[config.mk]
export PLATFORM = sky130hd
export DESIGN_NAME = polygon_ear_clip_triangulator
export DESIGN_NICKNAME = d
export VERILOG_FILES = /design/src/hw/rtl/petc_pkg.sv /design/src/hw/rtl/petc_ram.sv /design/src/hw/rtl/polygon_ear_clip_triangulator.sv
export SDC_FILE = /design/constraint.sdc
export NUM_CORES = 2
export LEC_CHECK = 0
export BUFFER_PORTS_ARGS = -buffer_cell sky130_fd_sc_hd__buf_2
export CORE_MARGIN = 1.5
export CORE_UTILIZATION = 40
export DETAILED_ROUTE_END_ITERATION = 10
export GPL_ROUTABILITY_DRIVEN = 0
export GPL_TIMING_DRIVEN = 0
export SYNTH_ARGS = -nofsm -noshare
export SYNTH_HDL_FRONTEND = slang
export SYNTH_SLANG_ARGS = --single-unit
[constraint.sdc]
create_clock -name clk -period 16.1 [get_ports clk]
set_clock_uncertainty 0.1 [all_clocks]
set_input_delay 1.61 -clock clk [delete_from_list [all_inputs] [get_ports clk]]
set_output_delay 1.61 -clock clk [all_outputs]
set_load 0.1 [all_outputs]
[src/hw/rtl/petc_pkg.sv]
// ----------------------------------------------------------------------------
// petc_pkg
// Shared constants and payload types of the polygon ear-clip triangulator.
// ----------------------------------------------------------------------------
`timescale 1ns / 1ps

package petc_pkg;

	localparam int MAX_VERTICES = 64;
	localparam int COORD_WIDTH  = 16;
	localparam int IDX_W        = $clog2(MAX_VERTICES);
	localparam int CNT_W        = $clog2(MAX_VERTICES + 1);
	localparam int DIFF_W       = COORD_WIDTH + 1;
	localparam int PROD_W       = 2 * DIFF_W;

	// scan stops once this many vertices remain
	localparam logic [CNT_W-1:0] CLIP_STOP = CNT_W'(2);

	typedef logic signed [COORD_WIDTH-1:0] coord_t;

	typedef struct packed {
		coord_t vertex_x;
		coord_t vertex_y;
		logic   last_vertex;
	} vtx_t;

	typedef struct packed {
		coord_t tri_ax;
		coord_t tri_ay;
		coord_t tri_bx;
		coord_t tri_by;
		coord_t tri_cx;
		coord_t tri_cy;
		logic   tri_valid;
		logic   overflow;
		logic   last_triangle;
	} tri_t;

endpackage

[src/hw/rtl/petc_ram.sv]
// ----------------------------------------------------------------------------
// petc_ram
// Generic single-write, single-read RAM with a registered read port.
// ----------------------------------------------------------------------------
`timescale 1ns / 1ps

module petc_ram #(
	parameter int WIDTH = 16,
	parameter int DEPTH = 64
) (
	input  logic                     clk,
	input  logic                     we,
	input  logic [$clog2(DEPTH)-1:0] waddr,
	input  logic [WIDTH-1:0]         wdata,
	input  logic [$clog2(DEPTH)-1:0] raddr,
	output logic [WIDTH-1:0]         rdata
);

	logic [WIDTH-1:0] mem_q [DEPTH];
	logic [WIDTH-1:0] rdata_q;

	always_ff @(posedge clk) begin
		if (we) begin
			mem_q[waddr] <= wdata;
		end
		rdata_q <= mem_q[raddr];
	end

	assign rdata = rdata_q;

endmodule

[src/hw/rtl/polygon_ear_clip_triangulator.sv]
// ----------------------------------------------------------------------------
// polygon_ear_clip_triangulator
// Loads polygon vertices and clips negative-turn ears into triangles.
//
// Vertices are taken one per cycle and written to the coordinate memories
// until the one marked last_vertex arrives; vertices beyond MAX_VERTICES are
// dropped and flagged in overflow. The block then stops taking vertices and
// scans the live list. Each candidate ear passes through a bookkeeping step,
// a chain of dependent reads (three ids from the live-order memory, each
// feeding a read of the coordinate memories), a difference, a multiply and a
// compare. A clipped ear adds a step to hand over the held triangle and a
// compaction of the live-order memory, one entry per cycle; each wrap of the
// cursor adds a check step. Closing the polygon takes a flush step, preceded
// by a check step when the scan ends on two or fewer live vertices. The
// hand-over and flush steps wait while the output register still holds an
// unaccepted result, the hand-over only when a triangle is already held. A
// triangle is held back until the next one is found so the final one can
// carry last_triangle; a polygon that yields nothing gives a single result
// with tri_valid low. The next polygon's vertices are taken as soon as the
// final result sits in the output register.
// ----------------------------------------------------------------------------
`timescale 1ns / 1ps

module polygon_ear_clip_triangulator import petc_pkg::*; (
	input  logic clk,
	input  logic arst_n,
	input  logic vtx_valid,
	output logic vtx_ready,
	input  vtx_t vtx,
	output logic res_valid,
	input  logic res_ready,
	output tri_t res
);

	localparam logic [3:0] S_LOAD  = 4'd0;
	localparam logic [3:0] S_CHECK = 4'd1;
	localparam logic [3:0] S_FETCH = 4'd2;
	localparam logic [3:0] S_DIFF  = 4'd3;
	localparam logic [3:0] S_MUL   = 4'd4;
	localparam logic [3:0] S_CMP   = 4'd5;
	localparam logic [3:0] S_EMIT  = 4'd6;
	localparam logic [3:0] S_SHIFT = 4'd7;
	localparam logic [3:0] S_FLUSH = 4'd8;

	// fetch steps: ids go out on 0..2, coordinates come back on 2..4
	localparam logic [2:0] FETCH_P0   = 3'd0;
	localparam logic [2:0] FETCH_P1   = 3'd1;
	localparam logic [2:0] FETCH_A    = 3'd2;
	localparam logic [2:0] FETCH_B    = 3'd3;
	localparam logic [2:0] FETCH_LAST = 3'd4;

	logic [3:0]       state_q;
	logic [2:0]       step_q;
	logic [CNT_W-1:0] count_q;
	logic [CNT_W-1:0] cursor_q;
	logic [CNT_W-1:0] pass_q;
	logic             ovf_q;
	logic             pend_v_q;
	logic             out_v_q;
	logic [CNT_W-1:0] shift_k_q;
	logic             shift_v_s1;
	logic [IDX_W-1:0] shift_wa_s1;

	logic [IDX_W-1:0] p0_q, p1_q, p2_q;
	coord_t           ax_q, ay_q, bx_q, by_q, cx_q, cy_q;
	logic signed [DIFF_W-1:0] ux_q, uy_q, vx_q, vy_q;
	logic signed [PROD_W-1:0] m1_q, m2_q;
	tri_t             pend_q;
	tri_t             out_q;

	logic             vtx_acc;
	logic             out_free;
	logic             store_we;
	logic [IDX_W-1:0] load_addr;
	logic             ord_we;
	logic [IDX_W-1:0] ord_waddr;
	logic [IDX_W-1:0] ord_wdata;
	logic [IDX_W-1:0] ord_raddr;
	logic [IDX_W-1:0] ord_rdata;
	logic [COORD_WIDTH-1:0] x_rd, y_rd;
	logic [CNT_W-1:0] c1, c2, p1w, p2w;
	logic [CNT_W-1:0] shift_nxt;
	logic             neg;
	logic             emit_go;
	logic             out_load;
	tri_t             out_nxt;
	tri_t             cur_tri;

	assign vtx_ready = (state_q == S_LOAD);
	assign vtx_acc   = vtx_valid && vtx_ready;
	assign out_free  = !out_v_q || res_ready;
	assign store_we  = vtx_acc && (count_q < CNT_W'(MAX_VERTICES));
	assign load_addr = count_q[IDX_W-1:0];

	// positions of the next two vertices, wrapped on the live count
	assign c1  = cursor_q + CNT_W'(1);
	assign p1w = (c1 >= count_q) ? c1 - count_q : c1;
	assign c2  = p1w + CNT_W'(1);
	assign p2w = (c2 >= count_q) ? c2 - count_q : c2;

	assign shift_nxt = shift_k_q + CNT_W'(1);
	assign neg       = (m1_q < m2_q);
	assign emit_go   = (state_q == S_EMIT) && (!pend_v_q || out_free);

	// live-order memory: load writes identity, compaction moves k+1 to k
	assign ord_we    = store_we || shift_v_s1;
	assign ord_waddr = shift_v_s1 ? shift_wa_s1 : load_addr;
	assign ord_wdata = shift_v_s1 ? ord_rdata : load_addr;

	always_comb begin
		if (state_q == S_SHIFT) begin
			ord_raddr = shift_nxt[IDX_W-1:0];
		end else begin
			unique case (step_q)
				FETCH_P0: ord_raddr = p0_q;
				FETCH_P1: ord_raddr = p1_q;
				default:  ord_raddr = p2_q;
			endcase
		end
	end

	always_comb begin
		cur_tri               = '0;
		cur_tri.tri_ax        = ax_q;
		cur_tri.tri_ay        = ay_q;
		cur_tri.tri_bx        = bx_q;
		cur_tri.tri_by        = by_q;
		cur_tri.tri_cx        = cx_q;
		cur_tri.tri_cy        = cy_q;
		cur_tri.tri_valid     = 1'b1;
	end

	always_comb begin
		out_load              = 1'b0;
		out_nxt               = pend_q;
		out_nxt.overflow      = ovf_q;
		out_nxt.last_triangle = 1'b0;
		if (state_q == S_EMIT && pend_v_q && out_free) begin
			out_load = 1'b1;
		end
		if (state_q == S_FLUSH && out_free) begin
			out_load              = 1'b1;
			out_nxt.last_triangle = 1'b1;
			if (!pend_v_q) begin
				out_nxt               = '0;
				out_nxt.overflow      = ovf_q;
				out_nxt.last_triangle = 1'b1;
			end
		end
	end

	petc_ram #(.WIDTH(COORD_WIDTH), .DEPTH(MAX_VERTICES)) u_store_x (
		.clk   (clk),
		.we    (store_we),
		.waddr (load_addr),
		.wdata (vtx.vertex_x),
		.raddr (ord_rdata),
		.rdata (x_rd)
	);

	petc_ram #(.WIDTH(COORD_WIDTH), .DEPTH(MAX_VERTICES)) u_store_y (
		.clk   (clk),
		.we    (store_we),
		.waddr (load_addr),
		.wdata (vtx.vertex_y),
		.raddr (ord_rdata),
		.rdata (y_rd)
	);

	petc_ram #(.WIDTH(IDX_W), .DEPTH(MAX_VERTICES)) u_live_order (
		.clk   (clk),
		.we    (ord_we),
		.waddr (ord_waddr),
		.wdata (ord_wdata),
		.raddr (ord_raddr),
		.rdata (ord_rdata)
	);

	always_ff @(posedge clk or negedge arst_n) begin
		if (!arst_n) begin
			state_q    <= S_LOAD;
			step_q     <= FETCH_P0;
			count_q    <= '0;
			cursor_q   <= '0;
			pass_q     <= '0;
			ovf_q      <= 1'b0;
			pend_v_q   <= 1'b0;
			out_v_q    <= 1'b0;
			shift_k_q  <= '0;
			shift_v_s1 <= 1'b0;
		end else begin
			if (out_load) begin
				out_v_q <= 1'b1;
			end else if (res_ready) begin
				out_v_q <= 1'b0;
			end
			shift_v_s1 <= 1'b0;

			unique case (state_q)
				S_LOAD: begin
					if (vtx_acc) begin
						if (store_we) begin
							count_q <= count_q + CNT_W'(1);
						end else begin
							ovf_q <= 1'b1;
						end
						if (vtx.last_vertex) begin
							state_q  <= S_CHECK;
							cursor_q <= '0;
							pass_q   <= store_we ? count_q + CNT_W'(1) : count_q;
						end
					end
				end
				S_CHECK: begin
					if (count_q <= CLIP_STOP) begin
						state_q <= S_FLUSH;
					end else if (cursor_q >= count_q) begin
						// end of pass: stop if nothing was clipped
						cursor_q <= '0;
						if (count_q == pass_q) begin
							state_q <= S_FLUSH;
						end else begin
							pass_q <= count_q;
						end
					end else begin
						state_q <= S_FETCH;
						step_q  <= FETCH_P0;
					end
				end
				S_FETCH: begin
					step_q <= step_q + 3'd1;
					if (step_q == FETCH_LAST) begin
						state_q <= S_DIFF;
					end
				end
				S_DIFF: state_q <= S_MUL;
				S_MUL:  state_q <= S_CMP;
				S_CMP: begin
					if (neg) begin
						state_q <= S_EMIT;
					end else begin
						cursor_q <= cursor_q + CNT_W'(1);
						state_q  <= S_CHECK;
					end
				end
				S_EMIT: begin
					if (emit_go) begin
						pend_v_q  <= 1'b1;
						shift_k_q <= {1'b0, p1_q};
						state_q   <= S_SHIFT;
					end
				end
				S_SHIFT: begin
					if (shift_nxt < count_q) begin
						shift_v_s1 <= 1'b1;
						shift_k_q  <= shift_nxt;
					end else if (!shift_v_s1) begin
						count_q  <= count_q - CNT_W'(1);
						cursor_q <= cursor_q + CNT_W'(1);
						state_q  <= S_CHECK;
					end
				end
				S_FLUSH: begin
					if (out_free) begin
						count_q  <= '0;
						cursor_q <= '0;
						pass_q   <= '0;
						ovf_q    <= 1'b0;
						pend_v_q <= 1'b0;
						state_q  <= S_LOAD;
					end
				end
				default: state_q <= S_LOAD;
			endcase
		end
	end

	always_ff @(posedge clk) begin
		if (state_q == S_CHECK) begin
			p0_q <= cursor_q[IDX_W-1:0];
			p1_q <= p1w[IDX_W-1:0];
			p2_q <= p2w[IDX_W-1:0];
		end
		if (state_q == S_FETCH) begin
			unique case (step_q)
				FETCH_A: begin
					ax_q <= x_rd;
					ay_q <= y_rd;
				end
				FETCH_B: begin
					bx_q <= x_rd;
					by_q <= y_rd;
				end
				FETCH_LAST: begin
					cx_q <= x_rd;
					cy_q <= y_rd;
				end
				default: ;
			endcase
		end
		if (state_q == S_DIFF) begin
			ux_q <= {bx_q[COORD_WIDTH-1], bx_q} - {ax_q[COORD_WIDTH-1], ax_q};
			uy_q <= {by_q[COORD_WIDTH-1], by_q} - {ay_q[COORD_WIDTH-1], ay_q};
			vx_q <= {cx_q[COORD_WIDTH-1], cx_q} - {bx_q[COORD_WIDTH-1], bx_q};
			vy_q <= {cy_q[COORD_WIDTH-1], cy_q} - {by_q[COORD_WIDTH-1], by_q};
		end
		if (state_q == S_MUL) begin
			m1_q <= ux_q * vy_q;
			m2_q <= vx_q * uy_q;
		end
		if (emit_go) begin
			pend_q <= cur_tri;
		end
		if (out_load) begin
			out_q <= out_nxt;
		end
		if (state_q == S_SHIFT) begin
			shift_wa_s1 <= shift_k_q[IDX_W-1:0];
		end
	end

	assign res_valid = out_v_q;
	assign res       = out_q;

endmodule

==> metrics.md <==
| Metric | Value |
|---|---|
| HP Start | `ax_q[12]$_DFFE_PP_` |
| Nets | `roughly 9.3k` |
| IO buf count | `around 140` |
| Minimum clock period | `around 8200 ps` |
| Worst r2r dst | `m2_q[31]$_DFFE_PP_` |
| Fillers | `28.9k` |
| Flop-to-flop setup slack | `just under 8000 ps` |
| Count of hold-fix buffers inserted at cts | `0` |
| Avg Cell Area, Syn | `approximately 18 µm²` |
| Prevailing post-synth register cell | `edfxtp_1` |
| Core footprint | `340000 µm²` |
| Cells after Synth | `slightly below 8k` |
| Largest net degree at the start of global routing | `65` |
| Worst Setup Slack post-DPL | `roughly 8000 ps` |
| RSZ-0062 raised after global routing | `no` |
| Drt initial violations | `7663` |
| WS Path Type | `reg2reg` |
| Post-Syn Area | `137000 µm²` |
| Post-synth top area share | `0.632` |
| Rows | `214` |
| Violated checks | `capacitance limit, slew limit` |
| ANT nets after route | `0` |
| All-Layer GR Usage | `0.209` |
| Largest family of logic cells by synthesized area | `multiplexers` |
| Clock Path Buffers | `4` |
| Post-synthesis adder-cell area fraction | `0.115` |
| Synth Area in Simple Gates | `0.0478` |
| Compound-Gate Fraction of Synth Area | `0.0276` |
| Root buffer cell | `clkbuf_16` |
| Total CTS buffers | `about 310` |
| Final Util | `0.459` |
| Register area share after synthesis | `0.644` |
| Synth warn | `0` |
| Vias in the first global route | `between 70k and 80k` |
| Final setup margin | `between 7000 and 8000 ps` |
| Final hold viol count | `0` |
| Max cap viols | `1` |
| Period utilization | `0.507` |
| Die Y | `between 500 and 600 µm` |
| WP data required | `roughly 17000 ps` |
| CP Capture Type | `register` |
| Ys async rst share | `0.0132` |
| Die Span X | `just under 600 µm` |
| Slew headroom | `-0.00123` |
| Setup Viol. Count Final | `0` |
| H-tree level count | `5` |
| Worst Reg-to-Reg Cells | `20` |
| Vias per inst | `5.51` |
| Initial core utilization | `0.403` |
| Status | `finished with violations` |
| Share of cells above drive strength 1 | `0.184` |
| DRC Markers | `0` |
| Seq cells post-synth | `2960` |
| Net Count, Synth | `slightly below 9k` |
| CTS tree | `yes` |
| Post-Route Setup TNS | `0 ps` |
| Worst Hold Path Cells | `0` |
| Post-synth cell types | `84` |
| Skew-Pair Late Insertion Delay | `950 ps` |
| Reg-to-reg startpoint | `vx_q[9]$_DFFE_PP_` |
| Routed vias | `between 70k and 80k` |
| Area of the die | `roughly 350000 µm²` |
| Final WL | `approximately 360000 µm` |
| Critical Path Start Type | `register` |
| Remaining global-route overflow | `0` |
| Slew @ Worst Pin | `around 1500 ps` |
| Drt first pass iters | `6` |
| Final Slew Violations | `1` |
| Post-synthesis xor/xnor area fraction | `0.00895` |
| Portion of netlist area occupied by mux cells | `0.125` |
| Initial antenna violation count | `about 40` |
| First-pass GRT wire length | `~530000 µm` |
| DP Wirelength | `around 260000 µm` |
| Clk slew on worst S/H paths | `60 ps` |
| Hold Path End | `pend_q[95]$_DFFE_PP_` |
| Synth top area cells | `edfxtp_1, mux4_2, fa_1` |
| Critical Path AT | `between 8000 and 9000 ps` |
| Post-synth EDFFs | `between 2k and 3k` |
| Buffers inserted by post-CTS timing repair | `0` |
| Clock tree sinks | `roughly 3k` |
| Worst hold path type | `reg2reg` |
| CTS resizes | `0` |
| # IOs | `138` |
| Layout area overhead | `13.9%` |
| Max FO, Critical Path | `10` |
| WL/cell | `between 20 and 30 µm` |
| Synth area leader | `edfxtp_1` |
| Peak Freq | `roughly 120 MHz` |
[layout make-up]
class	instances	area [µm²]	area share
Multi-Input combinational cell	3758	45000	0.288
Clock buffer	375	8160	0.0523
Inverter	801	3010	0.0193
Timing Repair Buffer	240	2710	0.0173
Buffer	303	1300	0.00835
Sequential cell	2960	88300	0.566
Antenna cell	10	25.0	0.000160
Clock inverter	186	1920	0.0123
Tap cell	4536	5680	0.0364
[logic make-up after synthesis]
| kind of cell | after synthesis |
|---|---|
| fa+ha+maj | 902 |
| xor+xnor | 140 |
| mux | 814 |
| flops | 2960 |
| compound gates | 571 |
| buf+inv | 1104 |
| simple gates | 1331 |
[cell usage in the layout (no fill, tap or decap), drive strengths merged, types with 15 or more instances in the layout]
cell type,netlist,layout
dfrtp,39,39
nor2,276,276
inv,801,815
dfxtp,38,38
clkinv,0,136
buf,117,356
and2,290,290
bufinv,0,31
clkbuf,186,562
nand3,68,68
nand2,399,399
fa,598,598
nor3,38,38
nand2b,26,26
mux4,712,712
a211oi,73,73
nor2b,155,155
edfxtp,2883,2883
and3,23,23
ha,304,304
a21o,34,34
a21boi,15,15
a21oi,145,145
mux2i,69,69
mux2,33,33
o21a,32,32
xnor2,102,102
xor2,38,38
o21ai,115,115
[how the worst max path moves through the flow]
stage                       start  slack [ps]  depth (start not counted)                   end
2_1_floorplan           res_ready        6910                          2  res[0]$_SDFFCE_PN0P_
5_1_grt        vx_q[10]$_DFFE_PP_        7580                         20    m2_q[31]$_DFFE_PP_
3_5_place_dp    vx_q[8]$_DFFE_PP_        8050                         20    m2_q[31]$_DFFE_PP_
3_3_place_gp            res_ready        3110                          3     res[94]$_DFFE_PP_
4_1_cts         vx_q[8]$_DFFE_PP_        8040                         20    m2_q[31]$_DFFE_PP_
6_report        vx_q[9]$_DFFE_PP_        7940                         20    m2_q[31]$_DFFE_PP_
[routing by layer]
metal	share of wire	track usage
met1	0.41	0.286
met4	0.026	0.0541
met3	0.072	0.0340
met5	0.00099	0
met2	0.49	0.350
[cells in the mapped netlist, types with 26 or more instances]
library cell,n
edfxtp_1,2883
inv_1,799
mux4_2,712
fa_1,598
nand2_1,399
ha_1,304
and2_1,290
nor2_1,276
clkbuf_1,185
nor2b_1,155
a21oi_1,142
o21ai_0,114
xnor2_1,102
a211oi_1,73
mux2i_1,68
nand3_1,67
buf_1,65
dfrtp_1,39
dfxtp_1,38
nor3_1,38
xor2_1,38
a21o_1,33
mux2_2,33
o21a_1,32
buf_2,26
nand2b_1,26
[state kept, by name, summed over array words and instances (netlist names), 17 cells and up]
name,flops
u_store_x.mem_q,1024
vx_q,17
uy_q,17
m2_q,34
u_live_order.mem_q,384
res,99
m1_q,34
pend_q,96
vy_q,17
ux_q,17
u_store_y.mem_q,1024
[metrics by stage]
stage | hold slack [ps] | area, µm² | cells
2_1_floorplan | 321 | 137000 | 7822
3_3_place_gp | 334 | 143000 | 12500
3_5_place_dp | 336 | 146000 | 12600
4_1_cts | 332 | 156000 | 13200
5_1_grt | 358 | 156000 | 13200
6_report | 331 | 156000 | 13200
[worst max-delay path: stages, from the launching register on]
cell      delay, ps
edfxtp_1        640
clkbuf_1        690
nand2_1         170
fa_1            540
fa_1            580
fa_1            440
fa_1            540
inv_1            50
fa_1            470
inv_1            50
fa_1            470
inv_1            50
ha_1            390
a21o_1          210
a41oi_1         470
o21ai_0         330
a211oi_1        930
o31ai_1         310
o21a_1          250
nor2_1          110
xnor2_1          90
Power is not shown: default switching activity piles up to over one toggle a cycle in this logic, so the estimate is an artifact.
